<file path="src/hdl/tehs_pkg.sv">
// ---------------------------------------------------------------------------
// tehs_pkg
// Shared types, constants and helpers for the timed event min-heap scheduler.
// ---------------------------------------------------------------------------
package tehs_pkg;

    localparam int MAX_EVENTS_DEF = 32;
    localparam int NUM_IDS        = 32;
    localparam int ID_W           = 5;
    localparam int TIME_W         = 64;
    localparam int AMT_W          = 31;

    localparam logic [1:0] OP_SCHED  = 2'd0;
    localparam logic [1:0] OP_CANCEL = 2'd1;
    localparam logic [1:0] OP_ADV    = 2'd2;
    localparam logic [1:0] OP_CLEAR  = 2'd3;

    localparam logic [TIME_W-1:0] TIME_NONE = {TIME_W{1'b1}};
    localparam logic [AMT_W-1:0]  CYC_MAX   = {AMT_W{1'b1}};

    // one heap slot: event number and its deadline
    typedef struct packed {
        logic [ID_W-1:0]   id;
        logic [TIME_W-1:0] key;
    } ent_t;

    // now plus amount, saturating at all ones
    function automatic logic [TIME_W-1:0] sat_add(input logic [TIME_W-1:0] a,
                                                  input logic [AMT_W-1:0] b);
        logic [TIME_W:0] s;
        s = {1'b0, a} + {{(TIME_W-AMT_W+1){1'b0}}, b};
        return s[TIME_W] ? TIME_NONE : s[TIME_W-1:0];
    endfunction

    // cycles until the next deadline, 0 if due, saturated
    function automatic logic [AMT_W-1:0] cyc_to(input logic any,
                                                input logic [TIME_W-1:0] nt,
                                                input logic [TIME_W-1:0] now);
        logic [TIME_W-1:0] d;
        d = nt - now;
        if (!any)
            return CYC_MAX;
        else if (nt <= now)
            return '0;
        else if (d < {{(TIME_W-AMT_W){1'b0}}, CYC_MAX})
            return d[AMT_W-1:0];
        else
            return CYC_MAX;
    endfunction

endpackage

</file>
<file path="src/hdl/timed_event_min_heap_scheduler.sv">
// Requests are served one at a time: a new request is taken only while the sequencer is idle,
// and an advance returns one result per fired event, each once the prior result is taken.
// Removal of a pending event and each insertion sift through the heap RAM level by level.
// Idle again in the cycle after the last result is taken.
// Reset: asynchronous, active low; time, count and pending bits clear, RAMs need no clearing.
// ---------------------------------------------------------------------------
// timed_event_min_heap_scheduler
// Event queue on a binary min-heap held in RAM, with a sequencer that sifts.
// ---------------------------------------------------------------------------
module timed_event_min_heap_scheduler #(
    parameter int MAX_EVENTS = tehs_pkg::MAX_EVENTS_DEF
) (
    input  logic                        clk,
    input  logic                        rst_n,
    input  logic                        in_valid,
    output logic                        in_stall,
    input  logic [1:0]                  operation,
    input  logic [tehs_pkg::ID_W-1:0]   event_id,
    input  logic [tehs_pkg::AMT_W-1:0]  amount,
    output logic                        out_valid,
    input  logic                        out_stall,
    output logic                        fired_valid,
    output logic [tehs_pkg::ID_W-1:0]   fired_event,
    output logic [tehs_pkg::TIME_W-1:0] fired_time,
    output logic                        last,
    output logic [tehs_pkg::TIME_W-1:0] next_time,
    output logic [tehs_pkg::AMT_W-1:0]  cycles_to_next,
    output logic [tehs_pkg::TIME_W-1:0] current_time
);
    import tehs_pkg::*;

    localparam int PW = $clog2(MAX_EVENTS);
    localparam int CW = $clog2(MAX_EVENTS + 1);
    localparam int XW = PW + 2;

    localparam logic [3:0] S_IDLE  = 4'd0;
    localparam logic [3:0] S_TPOS  = 4'd1;
    localparam logic [3:0] S_RM    = 4'd2;
    localparam logic [3:0] S_RML   = 4'd3;
    localparam logic [3:0] S_UPST  = 4'd4;
    localparam logic [3:0] S_SUP   = 4'd5;
    localparam logic [3:0] S_SDL   = 4'd6;
    localparam logic [3:0] S_SDR   = 4'd7;
    localparam logic [3:0] S_SDC   = 4'd8;
    localparam logic [3:0] S_PLACE = 4'd9;
    localparam logic [3:0] S_INS   = 4'd10;
    localparam logic [3:0] S_ROOTR = 4'd11;
    localparam logic [3:0] S_OUTL  = 4'd12;
    localparam logic [3:0] S_AREAD = 4'd13;
    localparam logic [3:0] S_ACHK  = 4'd14;
    localparam logic [3:0] S_OWAIT = 4'd15;

    // control and datapath registers
    logic [3:0]          state_reg, state_next;
    logic [1:0]          op_reg, op_next;
    logic [ID_W-1:0]     id_reg, id_next;
    logic [AMT_W-1:0]    amt_reg, amt_next;
    logic [TIME_W-1:0]   tgt_reg, tgt_next;
    logic [TIME_W-1:0]   now_reg, now_next;
    logic [CW-1:0]       cnt_reg, cnt_next;
    logic [NUM_IDS-1:0]  pend_reg, pend_next;
    logic [PW-1:0]       i_reg, i_next;
    ent_t                cur_reg, cur_next;
    ent_t                ch_reg, ch_next;
    logic                sl_reg, sl_next;
    logic                rv_reg, rv_next;
    logic                rf_reg, rf_next;
    logic                ins_reg, ins_next;
    logic                hf_reg, hf_next;
    logic                cont_reg, cont_next;
    logic [ID_W-1:0]     fev_reg, fev_next;
    logic [TIME_W-1:0]   fdl_reg, fdl_next;

    // result register
    logic                ov_reg, ov_next;
    logic                ofv_reg, ofv_next;
    logic [ID_W-1:0]     ofe_reg, ofe_next;
    logic [TIME_W-1:0]   oft_reg, oft_next;
    logic                olast_reg, olast_next;
    logic [TIME_W-1:0]   ont_reg, ont_next;
    logic [AMT_W-1:0]    ocyc_reg, ocyc_next;
    logic [TIME_W-1:0]   onow_reg, onow_next;

    // RAM ports
    logic                h_we, h_re;
    logic [PW-1:0]       h_waddr, h_raddr;
    ent_t                h_wdata, h_rdata;
    logic                p_we, p_re;
    logic [ID_W-1:0]     p_waddr, p_raddr;
    logic [PW-1:0]       p_wdata, p_rdata;

    // index arithmetic
    logic [CW-1:0]       cnt_m1;
    logic [PW-1:0]       par_idx;
    logic [XW-1:0]       l_idx, r_idx, cnt_x;
    logic                in_acc, more, post_sel;
    logic [3:0]          post_state;

    tehs_ram #(.DEPTH(MAX_EVENTS), .W($bits(ent_t))) u_heap (
        .clk   (clk),
        .we    (h_we),
        .waddr (h_waddr),
        .wdata (h_wdata),
        .re    (h_re),
        .raddr (h_raddr),
        .rdata (h_rdata)
    );

    tehs_ram #(.DEPTH(NUM_IDS), .W(PW)) u_pos (
        .clk   (clk),
        .we    (p_we),
        .waddr (p_waddr),
        .wdata (p_wdata),
        .re    (p_re),
        .raddr (p_raddr),
        .rdata (p_rdata)
    );

    assign in_acc   = in_valid && !in_stall;
    assign in_stall = (state_reg != S_IDLE);
    assign cnt_m1   = cnt_reg - CW'(1);
    assign par_idx  = PW'((i_reg - PW'(1)) >> 1);
    assign l_idx    = {1'b0, i_reg, 1'b1};
    assign r_idx    = l_idx + XW'(1);
    assign cnt_x    = XW'(cnt_reg);
    assign more     = (cnt_reg != '0) && (h_rdata.key <= tgt_reg);

    // where to go once a removal or placement has finished
    assign post_sel   = (op_reg == OP_SCHED) && !ins_reg;
    assign post_state = post_sel ? S_INS : ((op_reg == OP_ADV) ? S_AREAD : S_ROOTR);

    // sequencer
    always_comb
    begin
        state_next = state_reg;
        op_next    = op_reg;
        id_next    = id_reg;
        amt_next   = amt_reg;
        tgt_next   = tgt_reg;
        now_next   = now_reg;
        cnt_next   = cnt_reg;
        pend_next  = pend_reg;
        i_next     = i_reg;
        cur_next   = cur_reg;
        ch_next    = ch_reg;
        sl_next    = sl_reg;
        rv_next    = rv_reg;
        rf_next    = rf_reg;
        ins_next   = ins_reg;
        hf_next    = hf_reg;
        cont_next  = cont_reg;
        fev_next   = fev_reg;
        fdl_next   = fdl_reg;
        ov_next    = ov_reg;
        ofv_next   = ofv_reg;
        ofe_next   = ofe_reg;
        oft_next   = oft_reg;
        olast_next = olast_reg;
        ont_next   = ont_reg;
        ocyc_next  = ocyc_reg;
        onow_next  = onow_reg;
        h_we       = 1'b0;
        h_waddr    = i_reg;
        h_wdata    = cur_reg;
        h_re       = 1'b0;
        h_raddr    = '0;
        p_we       = 1'b0;
        p_waddr    = cur_reg.id;
        p_wdata    = i_reg;
        p_re       = 1'b0;
        p_raddr    = id_reg;

        unique case (state_reg)
            S_IDLE:
            begin
                if (in_acc)
                begin
                    op_next  = operation;
                    id_next  = event_id;
                    amt_next = amount;
                    ins_next = 1'b0;
                    hf_next  = 1'b0;
                    tgt_next = sat_add(now_reg, amount);
                    unique case (operation)
                        OP_SCHED, OP_CANCEL:
                        begin
                            if (pend_reg[event_id])
                            begin
                                p_re       = 1'b1;
                                p_raddr    = event_id;
                                state_next = S_TPOS;
                            end
                            else
                            begin
                                state_next = (operation == OP_SCHED) ? S_INS : S_ROOTR;
                            end
                        end
                        OP_CLEAR:
                        begin
                            pend_next  = '0;
                            cnt_next   = '0;
                            now_next   = '0;
                            state_next = S_ROOTR;
                        end
                        default:
                        begin
                            h_re       = 1'b1;
                            h_raddr    = '0;
                            state_next = S_ACHK;
                        end
                    endcase
                end
            end
            S_TPOS:
            begin
                pend_next[id_reg] = 1'b0;
                i_next            = p_rdata;
                state_next        = S_RM;
            end
            S_RM:
            begin
                // detach the last entry; done if the freed slot is the last
                cnt_next = cnt_m1;
                if (CW'(i_reg) == cnt_m1)
                begin
                    state_next = post_state;
                end
                else
                begin
                    h_re       = 1'b1;
                    h_raddr    = PW'(cnt_m1);
                    state_next = S_RML;
                end
            end
            S_RML:
            begin
                cur_next   = h_rdata;
                rf_next    = 1'b1;
                state_next = S_UPST;
            end
            S_UPST:
            begin
                if (i_reg == '0)
                begin
                    state_next = rf_reg ? S_SDL : S_PLACE;
                end
                else
                begin
                    h_re       = 1'b1;
                    h_raddr    = par_idx;
                    state_next = S_SUP;
                end
            end
            S_SUP:
            begin
                // h_rdata holds the parent
                if (cur_reg.key < h_rdata.key)
                begin
                    h_we       = 1'b1;
                    h_waddr    = i_reg;
                    h_wdata    = h_rdata;
                    p_we       = 1'b1;
                    p_waddr    = h_rdata.id;
                    p_wdata    = i_reg;
                    i_next     = par_idx;
                    rf_next    = 1'b0;
                    state_next = S_UPST;
                end
                else
                begin
                    state_next = rf_reg ? S_SDL : S_PLACE;
                end
            end
            S_SDL:
            begin
                if (l_idx < cnt_x)
                begin
                    h_re       = 1'b1;
                    h_raddr    = PW'(l_idx);
                    state_next = S_SDR;
                end
                else
                begin
                    state_next = S_PLACE;
                end
            end
            S_SDR:
            begin
                ch_next = h_rdata;
                sl_next = h_rdata.key < cur_reg.key;
                rv_next = r_idx < cnt_x;
                if (r_idx < cnt_x)
                begin
                    h_re    = 1'b1;
                    h_raddr = PW'(r_idx);
                end
                state_next = S_SDC;
            end
            S_SDC:
            begin
                // pick the smaller child, left wins ties
                if (rv_reg && (h_rdata.key < (sl_reg ? ch_reg.key : cur_reg.key)))
                begin
                    h_we       = 1'b1;
                    h_waddr    = i_reg;
                    h_wdata    = h_rdata;
                    p_we       = 1'b1;
                    p_waddr    = h_rdata.id;
                    p_wdata    = i_reg;
                    i_next     = PW'(r_idx);
                    state_next = S_SDL;
                end
                else if (sl_reg)
                begin
                    h_we       = 1'b1;
                    h_waddr    = i_reg;
                    h_wdata    = ch_reg;
                    p_we       = 1'b1;
                    p_waddr    = ch_reg.id;
                    p_wdata    = i_reg;
                    i_next     = PW'(l_idx);
                    state_next = S_SDL;
                end
                else
                begin
                    state_next = S_PLACE;
                end
            end
            S_PLACE:
            begin
                h_we       = 1'b1;
                h_waddr    = i_reg;
                h_wdata    = cur_reg;
                p_we       = 1'b1;
                p_waddr    = cur_reg.id;
                p_wdata    = i_reg;
                state_next = post_state;
            end
            S_INS:
            begin
                ins_next = 1'b1;
                if (cnt_reg < CW'(MAX_EVENTS))
                begin
                    cur_next.id       = id_reg;
                    cur_next.key      = sat_add(now_reg, amt_reg);
                    pend_next[id_reg] = 1'b1;
                    i_next            = PW'(cnt_reg);
                    cnt_next          = cnt_reg + CW'(1);
                    rf_next           = 1'b0;
                    state_next        = S_UPST;
                end
                else
                begin
                    state_next = S_ROOTR;
                end
            end
            S_ROOTR:
            begin
                h_re       = 1'b1;
                h_raddr    = '0;
                state_next = S_OUTL;
            end
            S_OUTL:
            begin
                ov_next    = 1'b1;
                ofv_next   = 1'b0;
                ofe_next   = '0;
                oft_next   = '0;
                olast_next = 1'b1;
                ont_next   = (cnt_reg != '0) ? h_rdata.key : TIME_NONE;
                ocyc_next  = cyc_to(cnt_reg != '0, h_rdata.key, now_reg);
                onow_next  = now_reg;
                cont_next  = 1'b0;
                state_next = S_OWAIT;
            end
            S_AREAD:
            begin
                h_re       = 1'b1;
                h_raddr    = '0;
                state_next = S_ACHK;
            end
            S_ACHK:
            begin
                if (hf_reg || !more)
                begin
                    // report the previous firing, or the empty advance
                    ov_next    = 1'b1;
                    ofv_next   = hf_reg;
                    ofe_next   = hf_reg ? fev_reg : '0;
                    oft_next   = hf_reg ? fdl_reg : '0;
                    olast_next = !more;
                    ont_next   = (cnt_reg != '0) ? h_rdata.key : TIME_NONE;
                    ocyc_next  = cyc_to(cnt_reg != '0, h_rdata.key,
                                        more ? now_reg : tgt_reg);
                    onow_next  = more ? now_reg : tgt_reg;
                    if (!more)
                    begin
                        now_next = tgt_reg;
                    end
                    cont_next  = more;
                    state_next = S_OWAIT;
                end
                else
                begin
                    state_next = S_OWAIT;
                    cont_next  = 1'b1;
                end
            end
            default:
            begin
                // S_OWAIT: hold the result, then fire the root if more are due
                if (!ov_reg || !out_stall)
                begin
                    ov_next = 1'b0;
                    if (cont_reg)
                    begin
                        fev_next           = h_rdata.id;
                        fdl_next           = h_rdata.key;
                        now_next           = h_rdata.key;
                        pend_next[h_rdata.id] = 1'b0;
                        hf_next            = 1'b1;
                        i_next             = '0;
                        state_next         = S_RM;
                    end
                    else
                    begin
                        state_next = S_IDLE;
                    end
                end
            end
        endcase
    end

    // control state
    always_ff @(posedge clk or negedge rst_n)
    begin
        if (!rst_n)
        begin
            state_reg <= S_IDLE;
            now_reg   <= '0;
            cnt_reg   <= '0;
            pend_reg  <= '0;
            ov_reg    <= 1'b0;
            hf_reg    <= 1'b0;
            cont_reg  <= 1'b0;
            ins_reg   <= 1'b0;
            rf_reg    <= 1'b0;
        end
        else
        begin
            state_reg <= state_next;
            now_reg   <= now_next;
            cnt_reg   <= cnt_next;
            pend_reg  <= pend_next;
            ov_reg    <= ov_next;
            hf_reg    <= hf_next;
            cont_reg  <= cont_next;
            ins_reg   <= ins_next;
            rf_reg    <= rf_next;
        end
    end

    // payload
    always_ff @(posedge clk)
    begin
        op_reg    <= op_next;
        id_reg    <= id_next;
        amt_reg   <= amt_next;
        tgt_reg   <= tgt_next;
        i_reg     <= i_next;
        cur_reg   <= cur_next;
        ch_reg    <= ch_next;
        sl_reg    <= sl_next;
        rv_reg    <= rv_next;
        fev_reg   <= fev_next;
        fdl_reg   <= fdl_next;
        ofv_reg   <= ofv_next;
        ofe_reg   <= ofe_next;
        oft_reg   <= oft_next;
        olast_reg <= olast_next;
        ont_reg   <= ont_next;
        ocyc_reg  <= ocyc_next;
        onow_reg  <= onow_next;
    end

    assign out_valid      = ov_reg;
    assign fired_valid    = ofv_reg;
    assign fired_event    = ofe_reg;
    assign fired_time     = oft_reg;
    assign last           = olast_reg;
    assign next_time      = ont_reg;
    assign cycles_to_next = ocyc_reg;
    assign current_time   = onow_reg;

endmodule

</file>
<file path="src/hdl/tehs_ram.sv">
// ---------------------------------------------------------------------------
// tehs_ram
// Simple dual-port RAM, one write and one registered read per cycle.
// ---------------------------------------------------------------------------
module tehs_ram #(
    parameter int DEPTH = 32,
    parameter int W     = 8
) (
    input  logic                     clk,
    input  logic                     we,
    input  logic [$clog2(DEPTH)-1:0] waddr,
    input  logic [W-1:0]             wdata,
    input  logic                     re,
    input  logic [$clog2(DEPTH)-1:0] raddr,
    output logic [W-1:0]             rdata
);

    logic [W-1:0] mem [DEPTH];
    logic [W-1:0] rdata_reg;

    // write port
    always_ff @(posedge clk)
    begin
        if (we)
        begin
            mem[waddr] <= wdata;
        end
    end

    // registered read, holds between reads
    always_ff @(posedge clk)
    begin
        if (re)
        begin
            rdata_reg <= mem[raddr];
        end
    end

    assign rdata = rdata_reg;

endmodule

</file>
<file path="config.mk">
export PLATFORM = sky130hd
export DESIGN_NAME = timed_event_min_heap_scheduler
export DESIGN_NICKNAME = d
export VERILOG_FILES = /design/src/hdl/tehs_pkg.sv /design/src/hdl/timed_event_min_heap_scheduler.sv /design/src/hdl/tehs_ram.sv
export SDC_FILE = /design/constraint.sdc
export NUM_CORES = 2
export LEC_CHECK = 0
export BUFFER_PORTS_ARGS = -buffer_cell sky130_fd_sc_hd__buf_2
export CAP_MARGIN = 20
export CORE_UTILIZATION = 57
export DETAILED_ROUTE_END_ITERATION = 10
export PLACE_DENSITY_LB_ADDON = 0.2
export SLEW_MARGIN = 20
export SYNTH_ARGS = -nofsm -noshare
export SYNTH_HDL_FRONTEND = slang
export SYNTH_HIERARCHICAL = 1
export SYNTH_SLANG_ARGS = --single-unit
export TNS_END_PERCENT = 50
</file>
<file path="constraint.sdc">
create_clock -name clk -period 9.1 [get_ports clk]
set_input_delay 1.82 -clock clk [delete_from_list [all_inputs] [get_ports clk]]
set_output_delay 1.82 -clock clk [all_outputs]
set_load 0.005 [all_outputs]
</file>
After elaboration in Yosys (flattened, before gate mapping)
Memories as Yosys holds them, arrays and structs flattened. A register that Yosys moved wholly into a read port is not among the register bits.
Cells that the tools add are included.
Widths: inputs -> output; s select.
{"block": "word_totals", "regBits": 657, "ramBits": 2368, "input_bits": 42, "out_inout_bits": 232, "word_cells": 267, "memories": 2}
{"memory": "u_heap.mem", "depth": 32, "word_bits": 69, "rd": 1, "rd_ports_with_merged_regs": 1, "write_ports": 1, "line": "tehs_ram.sv:18", "source": "logic [W-1:0] mem [DEPTH];"}
{"memory": "u_pos.mem", "depth": 32, "word_bits": 5, "rd": 1, "rd_ports_with_merged_regs": 1, "write_ports": 1, "line": "tehs_ram.sv:18"}
{"block": "classes", "addsub": 8, "order_cmp": 16, "eq_ne": 24, "muxes": 120, "bitwise_logic": 11, "reduce_logical": 57}
{"op": "$mux 64", "n": 12}
{"op": "$pmux 64 s2", "n": 3}
{"op": "$mux 69", "n": 4}
{"op": "$pmux 69 s2", "n": 2}
{"op": "$mux 31", "n": 7}
{"op": "$le 64x64->1", "n": 3}
{"op": "$lt 64x64->1", "n": 3}
{"op": "$pmux 64 s3", "n": 1}
{"op": "$mux 32", "n": 5}
{"op": "$add 64x31->65", "n": 2}
{"op": "$lt 64x31->1 const B", "n": 2}
{"op": "$pmux 32 s4", "n": 1}
{"op": "$sub 64x64->64", "n": 2}
{"op": "$mux 5", "n": 18}
{"op": "$and 32x32->32", "n": 2}
{"op": "$not 32->32", "n": 2}
{"op": "$pmux 31 s2", "n": 1}
{"op": "$pmux 4 s14", "n": 1}
{"op": "$mux 4", "n": 12}
{"op": "$or 32x32->32", "n": 1}
{"op": "$mux 1", "n": 29}
{"op": "$eq 4x4->1 const B", "n": 7}
{"op": "$reduce_or 13->1", "n": 2}
{"op": "$pmux 5 s5", "n": 1}
{"op": "53 further kinds", "n": 113}

Longest topological paths before layout
{"block": "depth", "ltp_word": 10, "ltp_mapped": 37, "mapped_depth_nobuf": 30}

Cells and area by module
Netlist, hierarchy kept.
{"module": "tehs_ram (u_heap)", "instances": 1, "cells_each": 3338, "area_per_inst_um2": 85814.8, "seq_area_each_um2": 68375.6}
{"module": "timed_event_min_heap_scheduler", "instances": 1, "cells_each": 4809, "area_per_inst_um2": 46036.7, "seq_area_each_um2": 19173.4}
{"module": "tehs_ram (u_pos)", "instances": 1, "cells_each": 277, "area_per_inst_um2": 6394.9, "seq_area_each_um2": 4954.8}

Worst setup path before layout
No wires, ideal clock.
{"block": "synth_path", "path_kind": "input port to flip-flop", "from": "input port out_stall", "to": "register pend_reg[12]", "setup_time_ns": 0.131, "t_arrival_ns": 8.643, "t_required_ns": 8.969, "setup_slack_ns": 0.326, "cell_stages": 7, "n_path_buf": 1, "path_cell_list": "nand2_1 -> nand2_1 -> nor3_1 -> o21ai_0 -> clkbuf_1 -> o21ai_0 -> o21ai_0"}
{"block": "synth_via", "elab_chain_cells": 4}
{"element": "start, declared", "line": "timed_event_min_heap_scheduler.sv:21", "source": "input logic out_stall,"}
{"element": "$logic_not 1->1", "line": "timed_event_min_heap_scheduler.sv:412", "source": "if (!ov_reg || !out_stall)"}
{"element": "$logic_or 1x1->1", "line": "timed_event_min_heap_scheduler.sv:412"}
{"element": "$reduce_bool 4->1 (no source line)"}
{"element": "$reduce_and 6->1 (no source line)"}
{"element": "end signal, assigned", "line": "timed_event_min_heap_scheduler.sv:454", "source": "pend_reg <= pend_next;"}
{"element": "end, declared", "line": "timed_event_min_heap_scheduler.sv:61", "source": "logic [NUM_IDS-1:0] pend_reg, pend_next;"}
Every way passes these cells.
A chain may end at the register's enable or synchronous reset.

Worst setup path in the final report
{"block": "layout_path", "from": "register cnt_reg[0]", "to": "register ocyc_reg[20] (netlist: cycles_to_next[20]) (data pin)"}
{"block": "layout_via", "elab_chain_cells": 10, "word_cells_on_any_way": 12, "classes_between": "add/sub: 1; order compare: 2; mux: 7; reduce/logical: 2"}
{"element": "start, declared", "line": "timed_event_min_heap_scheduler.sv:60", "source": "logic [CW-1:0] cnt_reg, cnt_next;"}
{"element": "start signal, assigned", "line": "timed_event_min_heap_scheduler.sv:453", "source": "cnt_reg <= cnt_next;"}
{"element": "$reduce_bool 6->1 (*)", "line": "timed_event_min_heap_scheduler.sv:126, timed_event_min_heap_scheduler.sv:371, timed_event_min_heap_scheduler.sv:393"}
{"element": "$logic_and 1x1->1", "line": "timed_event_min_heap_scheduler.sv:126", "source": "assign more = (cnt_reg != '0) && (h_rdata.key <= tgt_reg);"}
{"element": "$mux 64"}
{"element": "$sub 64x64->64", "line": "tehs_pkg.sv:40", "source": "d = nt - now;"}
{"element": "$lt 64x31->1", "line": "tehs_pkg.sv:45", "source": "else if (d < {{(TIME_W-AMT_W){1'b0}}, CYC_MAX})"}
{"element": "$mux 31", "line": "tehs_pkg.sv:45"}
{"element": "$mux 31", "line": "tehs_pkg.sv:43", "source": "else if (nt <= now)"}
{"element": "$mux 31", "line": "tehs_pkg.sv:41", "source": "if (!any)"}
{"element": "$mux 31", "line": "timed_event_min_heap_scheduler.sv:384", "source": "if (hf_reg || !more)"}
{"element": "$pmux 31 s2 (*)", "line": "timed_event_min_heap_scheduler.sv:173", "source": "unique case (state_reg)"}
{"element": "net ocyc_next[20]", "line": "timed_event_min_heap_scheduler.sv:81", "source": "logic [AMT_W-1:0] ocyc_reg, ocyc_next;"}
{"element": "end signal, assigned", "line": "timed_event_min_heap_scheduler.sv:482", "source": "ocyc_reg <= ocyc_next;"}
{"element": "end, declared", "line": "timed_event_min_heap_scheduler.sv:81"}
Mark *: on every way through the listed nets, which the timed path passes. The rest lies on a longest branch. The select of a mux whose other input is x is not followed.

==> impl_metrics.env <==
export IMPL_synth_top_family_by_area="multiplexers"
export IMPL_synthSimpleGateAreaFrac_pct=5.99
export IMPL_synth_ff_type="edfxtp_1"
export IMPL_yosysSeqAreaShare_pct=66.9
export IMPL_synth_xor_area_share_pct=1.17
export IMPL_first_pass_iters=6
export IMPL_clock_path_buffers=4
export IMPL_synthCells=8424
export IMPL_rows=180
export IMPL_hold_viol=0
export IMPL_vdd_drop_max_v=0.000279
export IMPL_grtUsageTotal_pct=34.2
export IMPL_cp_max_fo=23
export IMPL_top_register="u_heap/mem"
export IMPL_synth_mux_area_share_pct=13.2
export IMPL_post_route_period_util_pct=93.8
export IMPL_ys_async_sr_fraction_pct=3.58
export IMPL_slew_headroom_pct=21.8
export IMPL_yosys_warnings=6
export IMPL_avgViaCountPerCell=6.80
export IMPL_r2r_setup_slack_ns=0.56
export IMPL_io_buffers=273
export IMPL_most_common_layout_cells="edfxtp_1, mux4_2, nor2_1, a21oi_1, ha_1"
export IMPL_utilization_pct=64.7
export IMPL_clock_power_share_pct=20.8
export IMPL_hold_path_class="register to register"
export IMPL_die_width_um=494
export IMPL_worst_pin_slew_ns=1.17
export IMPL_syn_num_nets=8855
export IMPL_p_per_area_nw_per_um2=404
export IMPL_finalSetupTns_ns=0
export IMPL_worstReg2RegStart="cnt_reg[0]"
export IMPL_grt_overflow_total=0
export IMPL_start_kind="register"
export IMPL_die_area_um2=245000
export IMPL_finalCriticalPeriod_ns=8.54
export IMPL_leakagePower_nw=52.8
export IMPL_rsz0062_at_grt="false"
export IMPL_drive_gt1_share_pct=21.9
export IMPL_route_detailed_wl_per_inst_um=33.7
export IMPL_largest_register_ffs=2208
export IMPL_vias=84105
export IMPL_status="complete, no violations"
export IMPL_worst_r2r_endpoint="cycles_to_next[20]"
export IMPL_first_global_vias=80467
export IMPL_root_buffer="clkbuf_16"
export IMPL_max_cap_violations=0
export IMPL_cpPeakStageDelay_ns=0.53
export IMPL_drt_iter0_markers=11346
export IMPL_drc=0
export IMPL_setup_viol=0
export IMPL_critPathKind="register to register"
export IMPL_critPathSlowestCell="or2_1"
export IMPL_avgSynthCellArea_um2=16.4
export IMPL_area_growth_syn_to_layout_pct=12.7
export IMPL_cts_htree_levels=5
export IMPL_die_h_um=494
export IMPL_reg2regPathDepth=30
export IMPL_power_switching_mw=25.5
export IMPL_final_common_cell="edfxtp_1"
export IMPL_syn_area_um2=138000
export IMPL_p_comb_share_pct=46.6
export IMPL_core_area_um2=241000
export IMPL_critPathCaptureType="register"
export IMPL_power_frac_seq_pct=32.6
export IMPL_clock_skew_ns=0.0827
export IMPL_clk_latency_ns=0.98
export IMPL_clock_sinks=3099
export IMPL_nets=9352
export IMPL_start_util_pct=57.4
export IMPL_wirelength_um=417000
export IMPL_synth_edf_count=2988
export IMPL_maxSlewViolCount=0
export IMPL_synth_fa_ha_area_share_pct=3.57
export IMPL_reg_top3="u_heap/mem (2208), u_pos/mem (160)"
export IMPL_p_int_mw=37.5
export IMPL_ys_ff_latch=3099
export IMPL_tritoncts="built"
export IMPL_place_congestion=0.973
export IMPL_hold_path_depth=1
export IMPL_antenna_found_initial=32
export IMPL_dpl_hpwl_um=268000
export IMPL_grt_max_degree=120
export IMPL_synth_compound_area_share_pct=7.13
export IMPL_worst_ep_arrival_time_ns=9.19
export IMPL_swShare_pct=40.4
export IMPL_fmax_ghz=0.117
export IMPL_cpMostUsedCell="a21oi_1"
export IMPL_required_ns=9.75
export IMPL_yosysUniqueCellTypes=110
export IMPL_io_pins=274
export IMPL_grt_pass1_wl_um=590000
export IMPL_min_delay_start="fdl_reg[57]"
export IMPL_cts_made_buffers=333
export IMPL_antenna_left=0
export IMPL_clk_pin_slew_ns=0.07
export IMPL_hold_end="fired_time[57]"
## critical path, delay by kind of cell (launching register included)
kind	cells	cell delay, ns
fa+ha+maj	2	0.66
compound gates	14	3.51
simple gates	11	3.00
flops	1	0.49
buf+inv	3	0.54
## cell type report
cell class	count	area, um^2
sequential	3099	92500
fill	16545	84900
multi-input combinational	4617	43400
clock buffer	386	8580
timing repair buffer	582	4410
tap	3185	3990
clock inverter	194	1860
inverter	288	1080
antenna	12	30.0
## layer usage
metal,vias up,GRT usage [%],share of wire [%]
li1,34774,-,-
met1,43494,51.0,40
met2,5173,52.4,46
met3,652,5.58,11
met4,12,9.84,3.1
met5,-,0,0.024
## worst max path at each step
stage / startpoint / end / slack, ns
3_3_place_gp: cnt_reg[0] / cycles_to_next[28] / 0.37
6_report: cnt_reg[0] / cycles_to_next[20] / 0.56
3_5_place_dp: cnt_reg[0] / cycles_to_next[18] / 0.28
4_1_cts: cnt_reg[0] / cycles_to_next[18] / 0.18
5_1_grt: tgt_reg[49] / cycles_to_next[25] / 0.06
2_1_floorplan: out_stall / pend_reg[12] / 0.33
## through the flow
stage	hold WS [ns]	std cells	setup slack, ns	area, um^2	power (mW)
final	0.480	12363	0.564	156000	63.0
after global routing	0.490	12353	0.0649	156000	65.5
after CTS	0.477	12347	0.176	156000	62.6
after detailed placement	0.491	11767	0.282	145000	49.4
after global placement	0.475	11764	0.365	145000	49.2
after floorplan	0.448	8424	0.326	138000	38.6
## synth_stat cells, types with 64 or more instances
cell type	number	area (um^2)
mux2i_1	122	1220
nand2_1	345	1290
dfrtp_1	111	2780
buf_2	82	410
nor3_1	88	440
a211oi_1	77	578
a21oi_1	427	2140
inv_1	284	1070
mux4_2	709	16000
a221o_1	73	731
clkbuf_1	287	1080
o21ai_0	223	1120
xnor2_1	121	1060
edfxtp_1	2988	89700
xor2_1	64	561
nor2_1	500	1880
mux2_2	86	968
a21o_1	164	1230
ha_1	386	4830
nand3_1	110	551
and2_1	101	632
nand4_1	92	576
nand2b_1	125	782
## power groups by stage
stage / registers [mW] / clock network, mW / logic (mW)
floorplan: 20.7 / 0 / 18.0
global placement: 20.7 / 0 / 28.5
detailed placement: 20.8 / 0 / 28.6
CTS: 20.5 / 13.3 / 28.9
global route: 20.6 / 13.8 / 31.1
finish: 20.5 / 13.1 / 29.4
## cells by family (layout without fill, tap and decap cells)
family          count (synthesis)  count (layout)
flops                        3099            3099
simple gates                 1663            1663
xor+xnor                      185             185
other cells                     0              12
buf+inv                       708            1450
fa+ha+maj                     394             394
compound gates               1456            1456
mux                           919             919
## repair_timing
item | CTS | global route
hold buffers | 0 | 0
setup buffers | 0 | 1
setup endpoints to repair | 0 | 31
resized for setup | 0 | 1
(Power assumes the default switching activity.)
